$ cat config.mk
export PLATFORM = sky130hd
export DESIGN_NAME = rgbc_out_fifo
export DESIGN_NICKNAME = d
export VERILOG_FILES = /design/src/rtl/rgbc_pkg.sv /design/src/rtl/rgbc_out_fifo.sv
export SDC_FILE = /design/constraint.sdc
export NUM_CORES = 1
export LEC_CHECK = 0
export BUFFER_PORTS_ARGS = -buffer_cell sky130_fd_sc_hd__buf_2
export CORE_UTILIZATION = 41
export CTS_BUF_LIST = sky130_fd_sc_hd__clkbuf_4 sky130_fd_sc_hd__clkbuf_8
export DETAILED_ROUTE_END_ITERATION = 6
export SLEW_MARGIN = 25
export SYNTH_ARGS = -nofsm -noshare
export SYNTH_HDL_FRONTEND = slang
export SYNTH_SLANG_ARGS = --single-unit
$ cat constraint.sdc
create_clock -name clk -period 5 [get_ports clk]
set_clock_uncertainty 0.1 [all_clocks]
set_input_delay 1 -clock clk [delete_from_list [all_inputs] [get_ports clk]]
set_output_delay 1 -clock clk [all_outputs]
set_load 0.01 [all_outputs]
$ cat src/rtl/rgbc_pkg.sv
// Shared types, constants and kernel coefficients for the RGB 3x3 convolution block.
package rgbc_pkg;

  // Defaults for the top-level parameters
  localparam int MAX_WIDTH_DEF = 1024;
  localparam int OUT_DEPTH_DEF = 8;

  // Window geometry
  localparam int KERNEL_DIM = 3;
  localparam int KERNEL_CTR = KERNEL_DIM / 2;
  localparam int DIM_MIN    = 3;

  // Pixel and field widths
  localparam int CH_W      = 8;
  localparam int CH_MAX    = 255;
  localparam int PIX_W     = 3 * CH_W;
  localparam int OUT_COL_W = 10;
  localparam int ROW_W     = 12;

  // Configuration port
  localparam int WIDTH_REG_W  = 11;
  localparam int HEIGHT_REG_W = 12;
  localparam int KSEL_W       = 2;
  localparam int CFG_IDX_W    = 2;
  localparam int CFG_DATA_W   = 12;

  localparam logic [CFG_IDX_W-1:0] REG_IMAGE_WIDTH   = 2'd0;
  localparam logic [CFG_IDX_W-1:0] REG_IMAGE_HEIGHT  = 2'd1;
  localparam logic [CFG_IDX_W-1:0] REG_KERNEL_SELECT = 2'd2;

  localparam logic [KSEL_W-1:0] KSEL_EDGE    = 2'd0;
  localparam logic [KSEL_W-1:0] KSEL_SHARPEN = 2'd1;
  localparam logic [KSEL_W-1:0] KSEL_BLUR    = 2'd2;

  localparam logic [WIDTH_REG_W-1:0]  IMAGE_WIDTH_RST  = 11'd640;
  localparam logic [HEIGHT_REG_W-1:0] IMAGE_HEIGHT_RST = 12'd480;
  localparam logic [KSEL_W-1:0]       KSEL_RST         = KSEL_EDGE;

  // Arithmetic widths: box sum of nine bytes, signed kernel sum, blur scale in Q0.16
  localparam int BSUM_W      = 12;
  localparam int FSUM_W      = 13;
  localparam int COEF_W      = 5;
  localparam int BLUR_COEF_W = 13;
  localparam int BLUR_SHIFT  = 16;
  localparam logic [BLUR_COEF_W-1:0] BLUR_COEF = 13'd7281;

  typedef logic signed [COEF_W-1:0] coef_t;

  typedef struct packed {
    logic [CH_W-1:0] red;
    logic [CH_W-1:0] green;
    logic [CH_W-1:0] blue;
  } pixel_t;

  // Window indexed [row][col]; row 0 is the oldest line, col 0 the oldest column
  typedef pixel_t [KERNEL_DIM-1:0][KERNEL_DIM-1:0] window_t;

  typedef struct packed {
    logic [OUT_COL_W-1:0] col;
    logic [ROW_W-1:0]     row;
    logic                 last;
  } tag_t;

  typedef struct packed {
    pixel_t pix;
    tag_t   tag;
  } result_t;

  // Stage control: vld marks a word in the stage, res marks one that yields a result
  typedef struct packed {
    logic vld;
    logic res;
  } stage_ctl_t;

  // Kernel tap; unused selector codes fall back to edge detect
  function automatic coef_t kernel_coef(input logic [KSEL_W-1:0] ksel, input int i,
                                        input int j);
    coef_t c;
    logic  centre;
    logic  direct;
    centre = (i == KERNEL_CTR) && (j == KERNEL_CTR);
    direct = (i == KERNEL_CTR) != (j == KERNEL_CTR);
    case (ksel)
      KSEL_SHARPEN: c = centre ? 5'sd5 : (direct ? -5'sd1 : 5'sd0);
      default:      c = centre ? 5'sd8 : -5'sd1;
    endcase
    return c;
  endfunction

endpackage

$ cat src/rtl/rgbc_out_fifo.sv
// Result queue that decouples the filter pipeline from the output handshake.
module rgbc_out_fifo #(
  parameter int DEPTH = rgbc_pkg::OUT_DEPTH_DEF,
  localparam int PW = (DEPTH > 1) ? $clog2(DEPTH) : 1,
  localparam int CNT_W = $clog2(DEPTH + 1)
) (
  input  logic              clk,
  input  logic              rst,
  input  logic              push,
  input  rgbc_pkg::result_t wdata,
  input  logic              pop,
  output rgbc_pkg::result_t rdata,
  output logic              nonempty,
  output logic [CNT_W-1:0]  count
);

  rgbc_pkg::result_t mem [DEPTH];
  logic [PW-1:0]     wr_ptr;
  logic [PW-1:0]     rd_ptr;

  always_ff @(posedge clk) begin
    if (push) begin
      mem[wr_ptr] <= wdata;
    end
  end

  // Advance pointers and track fill level
  always_ff @(posedge clk) begin
    if (rst) begin
      wr_ptr <= '0;
      rd_ptr <= '0;
      count  <= '0;
    end else begin
      if (push) begin
        wr_ptr <= (wr_ptr == PW'(DEPTH - 1)) ? '0 : wr_ptr + 1'b1;
      end
      if (pop) begin
        rd_ptr <= (rd_ptr == PW'(DEPTH - 1)) ? '0 : rd_ptr + 1'b1;
      end
      case ({push, pop})
        2'b10:   count <= count + 1'b1;
        2'b01:   count <= count - 1'b1;
        default: count <= count;
      endcase
    end
  end

  assign rdata    = mem[rd_ptr];
  assign nonempty = (count != '0);

  // Admission control must keep the queue from overflowing
  a_no_overflow: assert property (@(posedge clk) disable iff (rst)
    push |-> (count != CNT_W'(DEPTH)))
    else $error("result queue written while full");

endmodule

==> results.md <==
* Status: complete, no violations
* Grt ovf at 0
* Die ar. at between 30,000 and 40,000 um2
* GRT Util Overall at 16.60%
* Die Span Y at roughly 190 um
* Peak Freq at around 250 MHz
* CTS sink cnt at 389
* Largest net degree at the start of global routing at 50
* Worst-path maximum fanout at 32
* Sw frac at between 20% and 30%
* Startpoint types: register
* RSZ-0062 raised after global routing: no
* Min-delay worst type: register to register
* Synth warn at 0
* Wirelength per Cell at about 23 um
* Tcrit/Tclk final at approximately four fifths
* I/O pins at around 100
* Seq/Total Area, Yosys at between 70 and 80%
* CTS Buffer Depth at 3
* Max-cap viol count at 0
* Die X at between 150 and 200 um
* Via-per-instance ratio at approximately 5.2
* CP required at 3900 ps
* Reg power frac at 55.0%
* Placed cells at 1,172
* Worst-path clk slew at around 60 ps
* Unique cell type count in the Yosys netlist at 25
* Vias in the first global route at approximately 7,300
* Pre-CTS setup slack at approximately 1500 ps
* Combinational Power Share at 7.1%
* Final GP Congestion at 0.7390
* DR iter-0 viols at around 450
* # resized after CTS at 0
* EDFF count, synth at 376
* # setup viols final at 0
* Via count at 6,708
* Post-Route WL at between 20 and 30 mm
* Clock share of power at 37.9%
* Setup TNS at 0 ps
* Post-Layout Cell Count at 1,279
* Htree depth at 2
* # port buffers at around 100
* Slew Viols, Final at 0
* Final instance area at around 17,000 um2
* Dpl cell area at around 16,000 um2
* Net Sw Power at roughly 1400 uW
* Slew margin rel. at between 30 and 40%
* Layout area overhead at 15.82%
* Worst-Skew Late Latency at 590 ps
* Min Tclk post-route at around 4000 ps
* CP Data Arrival Time at approximately 2900 ps
* First-pass GRT wire length at 44.14 mm
* CTS Hold Bufs at 0
* Ys async rst share at 0%
* Antenna violations before repair at 3
* Setup bufs post-CTS at 0
* Worst Max-Slew Pin Slew at roughly 900 ps
* CP endpoint kind: output port
* Clock root buffer: clkbuf_8
* Layout cells sized above 1 at between 40% and 50%
* Detailed placement HPWL at ~17 mm
* Peak VDD IR at about 0.00019 V
* PD cells at 394.2 nW/um2
* Critical path class: register to output port
* Mapped Area at around 15,000 um2
* Static leakage at roughly 0.0055 uW
* Fin. Hold Viols at 0
* Core Footprint at 35,480 um2
* Syn avg cell area at between 20 and 25 um2
* Starting density of the core at roughly two fifths
* Clock buffer count from CTS at 60
* TritonRoute pass-1 iters at 6
* Final nets at ~830
* Cell Rows at 69
* Top FF cell, synth: edfxtp_1
* P_int at ~5300 uW
* CTS tree: built
* Routed Antenna Nets at 0
* Final WS setup at around 1000 ps
* Cell count after synthesis at approximately 610
* Post-route DRC at 0
* Syn Nets at about 670
* Synth Register Bits at just under 400
-- synthesized netlist by cell type (all sizes together) (2+ instances only) --
library cell,instances,area share [%]
a21oi,4,0.14
buf,19,0.92
clkbuf,8,0.20
dfxtp,13,1.8
edfxtp,376,77
ha,7,0.59
mux2,48,3.7
mux2i,5,0.34
mux4,94,14
nand2,3,0.076
nand2b,5,0.21
nor2,17,0.43
nor3,2,0.068
o21ai,2,0.068
xor2,3,0.18
-- kinds of logic (layout without fill, tap and decap cells) --
logic type	after synthesis	in the layout	synth area share, %
and+or+nand+nor	32	32	1.027
adders and majority gates	7	7	0.5942
muxes	147	147	18.37
DFF	389	389	78.37
AOI/OAI and AO/OA	8	8	0.3141
buffers and inverters	28	230	1.146
other	0	2	0
xor gates and xnor gates	3	3	0.1783
-- power by group through the flow --
stage	logic [uW]	registers (uW)	clock network [uW]
6_report	481	3700	2550
5_1_grt	522	3710	2750
4_1_cts	494	3700	2630
3_5_place_dp	491	3770	0
3_3_place_gp	475	3760	0
2_1_floorplan	323	3740	0
-- state kept, by name, summed over array words and instances (netlist names), named ones only --
register  count
count         4
rd_ptr        3
mem         376
wr_ptr        3
-- per-stage QoR --
step	hold WS, ps	total power (uW)	utilization [%]
floorplan	362.8	4066	-
global placement	360.1	4238	44.83
detailed placement	380.2	4262	44.83
CTS	389.7	6825	48.10
global route	434.8	6983	48.10
finish	391.3	6730	48.11
-- area by class of cell --
type / count / area (um2)
clock inverters: 27 / 193.9
flip-flops and latches: 389 / 11560
diodes: 2 / 5.005
multi-input cells: 197 / 3074
fillers: 2872 / 18410
well taps: 461 / 576.8
inverters: 1 / 3.754
clock buffers: 78 / 967.2
repair buffers: 124 / 688.2
-- final timing paths --
| check | from | end | slack (ps) | depth (start not counted) |
|---|---|---|---|---|
| max | register | rdata[9] | 1000 | 4 |
| min | rd_ptr[1] | register | 390 | 2 |
| max reg2reg | wr_ptr[0] | mem[2][10] | 2860 | 3 |
| min reg2reg | rd_ptr[1] | register | 390 | 2 |
-- layer usage --
layer  part of all wire, %  track usage, %  vias to the layer above  routed length, um
met5                 0.044               0                        -                 13
met4                   2.0           5.250                        2                596
met3                   5.6           3.800                       54               1664
met2                    49           26.92                      193              14450
met1                    44           22.31                     3523              12970
li1                      -               -                     2936                  -
-- critical path, stage by stage (launching register included) --
cell and delay [ps]:
dfxtp_4 790, buf_4 500, mux4_2 560, mux2_2 290, buf_2 140
-- placed cells by master (no fill, tap or decap), drive strengths merged, types with 2 or more instances in the layout --
cell type  Yosys  final
clkbuf         8     78
xor2           3      3
nand2          3      3
mux2          48     48
a21oi          4      4
bufinv         0      3
clkinvlp       0      3
mux4          94     94
diode          0      2
edfxtp       376    376
buf           19    124
o21ai          2      2
mux2i          5      5
nor2          17     17
clkinv         0     21
nand2b         5      5
dfxtp         13     13
nor3           2      2
ha             7      7
No activity file was read; power rests on OpenSTA's default activity.
